$ cat src/sms_pkg.sv
// Package: shared types and constants of the shared-pool multi-stack.
`default_nettype none
package sms_pkg;

    localparam int SID_W = 3;
    localparam int DATA_W = 32;

    typedef enum logic {
        OP_PUSH = 1'b0,
        OP_POP  = 1'b1
    } op_t;

    typedef enum logic [1:0] {
        ST_OK        = 2'd0,
        ST_FULL      = 2'd1,
        ST_EMPTY     = 2'd2,
        ST_BAD_STACK = 2'd3
    } status_t;

    // Free-list control from the execute stage.
    typedef struct packed {
        logic rd_en;   // new transaction accepted: fetch the next free slot
        logic take;    // committed push: pop a slot off the free list
        logic give;    // committed pop: push a slot back
    } fl_ctl_t;

    // Node-store control.
    typedef struct packed {
        logic rd_en;
        logic wr_en;
    } ns_ctl_t;

endpackage
`default_nettype wire

$ cat src/sms_if.sv
// Interfaces: request and response channels of the shared-pool multi-stack.
`default_nettype none
interface sms_req_if
    import sms_pkg::*;
();
    logic                     valid;
    logic                     ready;
    op_t                      func;
    logic [SID_W-1:0]         stack_id;
    logic signed [DATA_W-1:0] push_value;

    modport source (output valid, func, stack_id, push_value, input ready);
    modport sink   (input valid, func, stack_id, push_value, output ready);
endinterface

interface sms_rsp_if
    import sms_pkg::*;
();
    logic                     valid;
    logic                     ready;
    status_t                  status;
    logic signed [DATA_W-1:0] pop_value;

    modport source (output valid, status, pop_value, input ready);
    modport sink   (input valid, status, pop_value, output ready);
endinterface
`default_nettype wire

$ cat src/sms_free_list.sv
// Free list of slot indices: memory, fill count and low-water mark.
`default_nettype none
module sms_free_list
    import sms_pkg::*;
#(
    parameter int POOL_SIZE = 64,
    parameter int SLOT_W = 6,
    parameter int CNT_W = 7
)(
    input  wire logic              clk,
    input  wire logic              rst_n,
    input  wire fl_ctl_t           ctl,
    input  wire logic [SLOT_W-1:0] give_slot,
    output logic [CNT_W-1:0]       count,
    output logic [SLOT_W-1:0]      top_slot
);

    logic [SLOT_W-1:0] mem [POOL_SIZE];
    logic [CNT_W-1:0]  count_reg, count_next;
    // Unwritten entries lie below the low-water mark; reads give their index.
    logic [CNT_W-1:0]  lw_reg, lw_next;
    logic [SLOT_W-1:0] top_reg;
    logic              we;
    logic [SLOT_W-1:0] wa;
    logic [CNT_W-1:0]  rd_full;
    logic [SLOT_W-1:0] ra;
    logic              fresh;

    always_comb
    begin
        we = ctl.give && (count_reg < CNT_W'(POOL_SIZE));
        wa = count_reg[SLOT_W-1:0];
        count_next = count_reg;
        if (ctl.take)
        begin
            count_next = count_reg - CNT_W'(1);
        end
        else if (we)
        begin
            count_next = count_reg + CNT_W'(1);
        end
        lw_next = (count_next < lw_reg) ? count_next : lw_reg;
        rd_full = count_next - CNT_W'(1);
        ra      = rd_full[SLOT_W-1:0];
        fresh   = (count_next == '0) || (rd_full < lw_next);
    end

    always_ff @(posedge clk or negedge rst_n)
    begin
        if (!rst_n)
        begin
            count_reg <= CNT_W'(POOL_SIZE);
            lw_reg    <= CNT_W'(POOL_SIZE);
        end
        else
        begin
            count_reg <= count_next;
            lw_reg    <= lw_next;
        end
    end

    always_ff @(posedge clk)
    begin
        if (we)
        begin
            mem[wa] <= give_slot;
        end
        if (ctl.rd_en)
        begin
            if (fresh)
            begin
                top_reg <= ra;
            end
            else if (we && (wa == ra))
            begin
                top_reg <= give_slot;
            end
            else
            begin
                top_reg <= mem[ra];
            end
        end
    end

    assign count    = count_reg;
    assign top_slot = top_reg;

endmodule
`default_nettype wire

$ cat src/sms_node_store.sv
// Node store: value and link memories of the pool slots, write-through read.
`default_nettype none
module sms_node_store
    import sms_pkg::*;
#(
    parameter int POOL_SIZE = 64,
    parameter int SLOT_W = 6
)(
    input  wire logic              clk,
    input  wire ns_ctl_t           ctl,
    input  wire logic [SLOT_W-1:0] wr_addr,
    input  wire logic [DATA_W-1:0] wr_value,
    input  wire logic [SLOT_W:0]   wr_link,
    input  wire logic [SLOT_W-1:0] rd_addr,
    output logic [DATA_W-1:0]      rd_value,
    output logic [SLOT_W:0]        rd_link
);

    logic [DATA_W-1:0] value_mem [POOL_SIZE];
    // Link entry: {next valid, next slot}
    logic [SLOT_W:0]   link_mem  [POOL_SIZE];
    logic [DATA_W-1:0] value_reg;
    logic [SLOT_W:0]   link_reg;

    always_ff @(posedge clk)
    begin
        if (ctl.wr_en)
        begin
            value_mem[wr_addr] <= wr_value;
            link_mem[wr_addr]  <= wr_link;
        end
        if (ctl.rd_en)
        begin
            if (ctl.wr_en && (wr_addr == rd_addr))
            begin
                value_reg <= wr_value;
                link_reg  <= wr_link;
            end
            else
            begin
                value_reg <= value_mem[rd_addr];
                link_reg  <= link_mem[rd_addr];
            end
        end
    end

    assign rd_value = value_reg;
    assign rd_link  = link_reg;

endmodule
`default_nettype wire

$ cat src/shared_pool_multi_stack.sv
// Top level: NUM_STACKS LIFO stacks sharing one pool of value slots.
//
// req channel (sms_req_if.sink): one transaction per push or pop; func selects
// push (push_value onto stack stack_id) or pop. Stack ids 1..NUM_STACKS valid.
// rsp channel (sms_rsp_if.source): exactly one transaction per request, in order:
// status (ok, pool full, stack empty, bad stack id) and pop_value (popped
// value on a good pop, zero otherwise).
// Path: an accepted request passes through the stage 2 register and then
// the response register. Throughput: one request per cycle while rsp is
// not held. Stage 1 reads the free-list and node memories against the
// state the older request leaves (with write-through bypass); stage 2
// decides, writes state and loads the response register.
// Reset: all stacks empty, every slot free with the highest index on top.
// No clearing pass; unwritten free-list entries are served by a low-water mark.
// Stall: while rsp is held and the response register is full, the request in
// stage 2 holds without committing and req.ready drops; nothing is lost.
`default_nettype none
module shared_pool_multi_stack
    import sms_pkg::*;
#(
    parameter int NUM_STACKS = 4,
    parameter int POOL_SIZE = 64
)(
    input  wire logic  clk,
    input  wire logic  rst_n,
    sms_req_if.sink    req,
    sms_rsp_if.source  rsp
);

    localparam int SLOT_W = (POOL_SIZE > 1) ? $clog2(POOL_SIZE) : 1;
    localparam int CNT_W  = $clog2(POOL_SIZE + 1);

    // Stack heads, one lane per stack.
    logic [SLOT_W-1:0] head_idx_reg  [NUM_STACKS];
    logic [SLOT_W-1:0] head_idx_next [NUM_STACKS];
    logic [NUM_STACKS-1:0] head_vld_reg, head_vld_next;

    // Stage 2 (execute) registers.
    logic                  s2_valid_reg, s2_valid_next;
    op_t                   s2_func_reg;
    logic [NUM_STACKS-1:0] s2_sel_reg;      // one-hot stack, zero = bad id
    logic [DATA_W-1:0]     s2_value_reg;
    logic [SLOT_W-1:0]     s2_hd_idx_reg;
    logic                  s2_hd_vld_reg;

    // Response register.
    logic                  out_valid_reg, out_valid_next;
    status_t               out_status_reg;
    logic [DATA_W-1:0]     out_value_reg;

    logic                  accept;
    logic                  s2_adv;
    logic                  commit;
    logic                  ok_push, ok_pop;
    status_t               status_c;
    logic [NUM_STACKS-1:0] in_sel;
    logic [SLOT_W-1:0]     in_hd_idx;
    logic                  in_hd_vld;

    fl_ctl_t               fl_ctl;
    logic [CNT_W-1:0]      free_count;
    logic [SLOT_W-1:0]     free_top;
    ns_ctl_t               ns_ctl;
    logic [DATA_W-1:0]     node_value;
    logic [SLOT_W:0]       node_link;

    // Handshake: stage 2 moves on when the response register is empty or read.
    assign s2_adv    = !out_valid_reg || rsp.ready;
    assign commit    = s2_valid_reg && s2_adv;
    assign req.ready = !s2_valid_reg || s2_adv;
    assign accept    = req.valid && req.ready;

    // Execute decision for the transaction in stage 2.
    always_comb
    begin
        ok_push = (|s2_sel_reg) && (s2_func_reg == OP_PUSH) && (free_count != '0);
        ok_pop  = (|s2_sel_reg) && (s2_func_reg == OP_POP) && s2_hd_vld_reg;
        if (s2_sel_reg == '0)
        begin
            status_c = ST_BAD_STACK;
        end
        else if (s2_func_reg == OP_PUSH)
        begin
            status_c = ok_push ? ST_OK : ST_FULL;
        end
        else
        begin
            status_c = ok_pop ? ST_OK : ST_EMPTY;
        end
    end

    // Head update; the incoming request sees the heads after the commit.
    always_comb
    begin
        for (int k = 0; k < NUM_STACKS; k++)
        begin
            head_idx_next[k] = head_idx_reg[k];
            head_vld_next[k] = head_vld_reg[k];
            if (commit && s2_sel_reg[k])
            begin
                if (ok_push)
                begin
                    head_idx_next[k] = free_top;
                    head_vld_next[k] = 1'b1;
                end
                else if (ok_pop)
                begin
                    head_idx_next[k] = node_link[SLOT_W-1:0];
                    head_vld_next[k] = node_link[SLOT_W];
                end
            end
        end
    end

    // Stack select and head lookup for the incoming request.
    always_comb
    begin
        in_hd_idx = '0;
        in_hd_vld = 1'b0;
        for (int k = 0; k < NUM_STACKS; k++)
        begin
            in_sel[k] = (req.stack_id == SID_W'(k + 1));
            if (in_sel[k])
            begin
                in_hd_idx = head_idx_next[k];
                in_hd_vld = head_vld_next[k];
            end
        end
    end

    always_comb
    begin
        fl_ctl.rd_en = accept;
        fl_ctl.take  = commit && ok_push;
        fl_ctl.give  = commit && ok_pop;
        ns_ctl.rd_en = accept;
        ns_ctl.wr_en = commit && ok_push;
    end

    sms_free_list #(
        .POOL_SIZE (POOL_SIZE),
        .SLOT_W    (SLOT_W),
        .CNT_W     (CNT_W)
    ) u_free_list (
        .clk       (clk),
        .rst_n     (rst_n),
        .ctl       (fl_ctl),
        .give_slot (s2_hd_idx_reg),
        .count     (free_count),
        .top_slot  (free_top)
    );

    sms_node_store #(
        .POOL_SIZE (POOL_SIZE),
        .SLOT_W    (SLOT_W)
    ) u_node_store (
        .clk      (clk),
        .ctl      (ns_ctl),
        .wr_addr  (free_top),
        .wr_value (s2_value_reg),
        .wr_link  ({s2_hd_vld_reg, s2_hd_idx_reg}),
        .rd_addr  (in_hd_idx),
        .rd_value (node_value),
        .rd_link  (node_link)
    );

    always_comb
    begin
        s2_valid_next = s2_valid_reg;
        if (accept)
        begin
            s2_valid_next = 1'b1;
        end
        else if (commit)
        begin
            s2_valid_next = 1'b0;
        end

        out_valid_next = out_valid_reg;
        if (commit)
        begin
            out_valid_next = 1'b1;
        end
        else if (rsp.ready)
        begin
            out_valid_next = 1'b0;
        end
    end

    // Control state.
    always_ff @(posedge clk or negedge rst_n)
    begin
        if (!rst_n)
        begin
            s2_valid_reg  <= 1'b0;
            out_valid_reg <= 1'b0;
            head_vld_reg  <= '0;
        end
        else
        begin
            s2_valid_reg  <= s2_valid_next;
            out_valid_reg <= out_valid_next;
            head_vld_reg  <= head_vld_next;
        end
    end

    // Payload registers.
    always_ff @(posedge clk)
    begin
        for (int k = 0; k < NUM_STACKS; k++)
        begin
            head_idx_reg[k] <= head_idx_next[k];
        end
        if (accept)
        begin
            s2_func_reg   <= req.func;
            s2_sel_reg    <= in_sel;
            s2_value_reg  <= req.push_value;
            s2_hd_idx_reg <= in_hd_idx;
            s2_hd_vld_reg <= in_hd_vld;
        end
        if (commit)
        begin
            out_status_reg <= status_c;
            out_value_reg  <= ok_pop ? node_value : '0;
        end
    end

    assign rsp.valid     = out_valid_reg;
    assign rsp.status    = out_status_reg;
    assign rsp.pop_value = out_value_reg;

endmodule
`default_nettype wire
$ cat src/flat_wrapper.sv
// flat-port wrapper written by rule: the top's interface ports become plain ports
module shared_pool_multi_stack_flat import sms_pkg::*;
#(
    parameter int NUM_STACKS = 4,
    parameter int POOL_SIZE = 64
)
  (clk, rst_n, req_valid, req_func, req_stack_id, req_push_value, req_ready, rsp_valid, rsp_status, rsp_pop_value, rsp_ready);
  sms_req_if req_i ();
  sms_rsp_if rsp_i ();
  input  wire logic clk;
  input  wire logic rst_n;
  input wire logic [$bits(req_i.valid)-1:0] req_valid;
  input wire logic [$bits(req_i.func)-1:0] req_func;
  input wire logic [$bits(req_i.stack_id)-1:0] req_stack_id;
  input wire logic [$bits(req_i.push_value)-1:0] req_push_value;
  output wire logic [$bits(req_i.ready)-1:0] req_ready;
  output wire logic [$bits(rsp_i.valid)-1:0] rsp_valid;
  output wire logic [$bits(rsp_i.status)-1:0] rsp_status;
  output wire logic [$bits(rsp_i.pop_value)-1:0] rsp_pop_value;
  input wire logic [$bits(rsp_i.ready)-1:0] rsp_ready;
  assign req_i.valid = req_valid;
  assign req_i.func = req_func;
  assign req_i.stack_id = req_stack_id;
  assign req_i.push_value = req_push_value;
  assign req_ready = req_i.ready;
  assign rsp_valid = rsp_i.valid;
  assign rsp_status = rsp_i.status;
  assign rsp_pop_value = rsp_i.pop_value;
  assign rsp_i.ready = rsp_ready;
  shared_pool_multi_stack #(.NUM_STACKS(NUM_STACKS), .POOL_SIZE(POOL_SIZE)) u_core (.clk(clk), .rst_n(rst_n), .req(req_i), .rsp(rsp_i));
endmodule
$ cat config.mk
export PLATFORM = sky130hd
export DESIGN_NAME = shared_pool_multi_stack_flat
export DESIGN_NICKNAME = d
export VERILOG_FILES = /design/src/sms_pkg.sv /design/src/sms_if.sv /design/src/sms_free_list.sv /design/src/sms_node_store.sv /design/src/shared_pool_multi_stack.sv /design/src/flat_wrapper.sv
export SDC_FILE = /design/constraint.sdc
export NUM_CORES = 2
export LEC_CHECK = 0
export BUFFER_PORTS_ARGS = -buffer_cell sky130_fd_sc_hd__clkbuf_2
export CAP_MARGIN = 20
export CORE_MARGIN = 2
export CORE_UTILIZATION = 56
export CTS_CLUSTER_SIZE = 12
export DETAILED_ROUTE_END_ITERATION = 6
export PLACE_DENSITY_LB_ADDON = 0.08
export SYNTH_ARGS = -nofsm -noshare
export SYNTH_HDL_FRONTEND = slang
export SYNTH_SLANG_ARGS = --single-unit
export TNS_END_PERCENT = 5
$ cat constraint.sdc
create_clock -name clk -period 5.7 [get_ports clk]
set_input_delay 0 -clock clk [delete_from_list [all_inputs] [get_ports clk]]
set_output_delay 0 -clock clk [all_outputs]
set_load 0.1 [all_outputs]
==> results.json <==
{
  "dr_total_vias": 79988,
  "fillCellCount": 15841,
  "reg_top3": "u_core.u_node_store.value_mem: 2048 flops, u_core.u_node_store.link_mem: 448 flops, u_core.u_free_list.mem: 384 flops",
  "grt_max_degree": 116,
  "worstHoldPathType": "in -> reg",
  "period_needed_ps": 5730,
  "vdd_drop_max_uv": 534,
  "design_area_um2": 138000,
  "via_per_inst": 6.78,
  "fp.dieH_um": 470,
  "io_pins": 76,
  "cts_buffer_depth": 4,
  "cts_tree": "yes",
  "initial_core_util": 0.562,
  "final_hold_viol_count": 0,
  "fmax_mhz": 174,
  "worstMarginPinSlew_ps": 1220,
  "synth.distinct_cells": 96,
  "critPathMaxFanout": 42,
  "violations": "negative setup slack",
  "gp_congestion": 0.914,
  "dieArea_um2": 221000,
  "drc": 0,
  "postRouteAntennaNets": 0,
  "nets": 8806,
  "largest-register": "u_core.u_node_store.value_mem",
  "powerDensity_nw_per_um2": 445,
  "gr-total-overflow": 0,
  "crit_type": "reg -> reg",
  "synth-edff-count": 3003,
  "clkLatencyLatePin_ps": 970,
  "rsz0062_at_grt": "no",
  "synth-seq-cells": 3047,
  "clk_pin_slew_worst_paths_ps": 60,
  "syn_area_per_cell_um2": 14.4,
  "cap_violations": 0,
  "final_core_util": 0.635,
  "finalSetupViolCount": 2,
  "area_delta_synth_final_pct": 13.1,
  "die_x_um": 470,
  "fin_skew_ps": 58.0,
  "syn-num-nets": 8515,
  "final_common_cell": "edfxtp_1",
  "htree_levels": 5,
  "cp-end-kind": "register",
  "synth_seq_area_share": 0.749,
  "holdWs_ps": 229,
  "async_reset_ff_frac": 0.00656,
  "critical_path_arrival_ps": 6420,
  "postCtsSetupBuffers": 0,
  "antenna_found_initial": 25,
  "grt_pass1_vias": 75076,
  "final_layout_size_suffix_gt1_frac": 0.120,
  "hpwl_mm": 229,
  "place_area_um2": 128000,
  "seqCellArea_um2": 91200,
  "fp.coreArea_um2": 217000,
  "p_leak_nw": 46.1,
  "grt_pass1_wl_mm": 560,
  "synth_area_um2": 122000,
  "grtUsageTotal": 0.357,
  "relSlewSlack": 0.185,
  "final_cell_mix": "edfxtp_1, nand2_1, nand3_1",
  "clock-sinks": 3047,
  "ys.flop_type": "edfxtp_1",
  "io_buffer_count": 75,
  "cts-root-buf": "clkbuf_16",
  "largest_register_ffs": 2048,
  "multi_input_area_um2": 28200,
  "start_kind": "register",
  "slew_viol_final": 0,
  "dr.pass1.iters": 6,
  "required_ps": 6390,
  "post-route-period-util": 1.01,
  "dr.first_iter.drc_count": 12895,
  "syn_inst": 8459,
  "totalPowerFinal_mw": 61.2,
  "drt-total-wl_mm": 401,
  "layout_setup_ws_ps": -33.3,
  "cts_buffers": 327,
  "status": "finished with violations",
  "row_count": 171,
  "yosys_warnings": 0,
  "wl_per_cell_um": 34.0,
  "finalSetupTns_ps": -60.9
}
==> report_power, final <==
group          total [mW]  switching, mW  internal [mW]
clock                19.0           8.29           10.7
combinational        16.3           11.2           5.11
sequential           25.9          0.390           25.5
==> routing by layer <==
layer	track usage	wire length (µm)	vias up
li1	-	-	33018
met1	0.489	149000	40259
met2	0.544	182000	5605
met3	0.0791	47800	1092
met4	0.174	22800	14
met5	0	96	-
==> final timing paths <==
kind                       cells after the start                                          to                              start  slack, ps
hold reg to reg                                1           u_core.head_idx_reg[1][0]$_DFF_P_  u_core.head_idx_reg[1][0]$_DFF_P_        470
hold / removal                                 4                u_core.rsp.valid$_DFFE_PN0P_                          rsp_ready        230
max in group asynchronous                      5                u_core.rsp.valid$_DFFE_PN0P_                              rst_n       4560
setup / recovery                              15  u_core.u_node_store.rd_value[16]$_DFFE_PP_     u_core.s2_sel_reg[2]$_DFFE_PP_        -30
setup reg to reg                              15  u_core.u_node_store.rd_value[16]$_DFFE_PP_     u_core.s2_sel_reg[2]$_DFFE_PP_        -30
min in group asynchronous                      3       u_core.u_free_list.count[6]$_DFF_PN1_                              rst_n        270
==> cell usage after synthesis, types with 16 or more instances <==
library cell | n | area [µm²]
ha_1 | 16 | 200
a2111oi_0 | 50 | 438
nor4_1 | 16 | 100
a22oi_1 | 41 | 308
a221o_1 | 24 | 240
o2111ai_1 | 22 | 193
buf_1 | 77 | 289
o21ai_0 | 75 | 375
nand2_1 | 1925 | 7230
o211ai_1 | 45 | 338
dfxtp_1 | 24 | 480
and3_1 | 205 | 1280
o22ai_1 | 41 | 257
nor2_1 | 208 | 781
o2111a_1 | 19 | 214
a211oi_1 | 52 | 390
buf_4 | 37 | 278
a21oi_1 | 179 | 896
a31oi_1 | 212 | 1330
o22a_1 | 45 | 394
mux2i_1 | 215 | 2150
o221ai_1 | 22 | 193
nand3_1 | 661 | 3310
nand4_1 | 65 | 407
clkbuf_1 | 227 | 852
a41oi_1 | 39 | 342
dfrtp_1 | 18 | 450
edfxtp_1 | 3003 | 90200
a221oi_1 | 51 | 447
a311oi_1 | 109 | 955
buf_2 | 239 | 1200
a32oi_1 | 84 | 736
mux4_2 | 84 | 1890
inv_1 | 79 | 297
==> cells by family after synthesis <==
kind of cell               after synthesis  share of synthesized area
AOI/OAI and AO/OA                     1236                     0.0760
xor gates and xnor gates                16                    0.00121
adders and majority gates               16                    0.00165
buffers and inverters                  673                     0.0249
DFF                                   3047                      0.749
muxes                                  310                     0.0343
and+or+nand+nor                       3161                      0.113
==> area by class of cell <==
cell class                 count  area share
clock buffer                 421      0.0631
inverter                      85     0.00256
tap                         2854      0.0260
clock inverter                93     0.00369
antenna                        9    0.000164
multi-input combinational   4739       0.205
sequential                  3047       0.663
timing repair buffer         550      0.0371
==> stage by stage <==
| step | setup WS, ps | std cells |
|---|---|---|
| 6_report | -33.3 | 11798 |
| 5_1_grt | 3.94 | 11791 |
| 4_1_cts | 81.1 | 11787 |
| 3_5_place_dp | 74.3 | 11195 |
| 3_3_place_gp | 200 | 11195 |
| 2_1_floorplan | 114 | 8459 |
==> what timing repair did <==
item / in CTS / in global routing
hold buffers: 78 / 0
endpoints found under the setup margin: 0 / 8
gates resized for setup: 0 / 4
endpoints found under the hold margin: 89 / 0
==> critical path, cell delays in order (launching register included) <==
cell and delay, ps:
edfxtp_1 440, or4_2 760, buf_4 410, nand2_4 260, o22a_2 400, o32ai_4 220
a21oi_4 250, nor2_8 70, inv_8 360, buf_12 370, buf_4 250, mux2i_1 210
o211ai_1 120, a32oi_1 760, o21ai_0 180, a311o_1 360
Note: power is estimated with default switching activity, not from simulation.
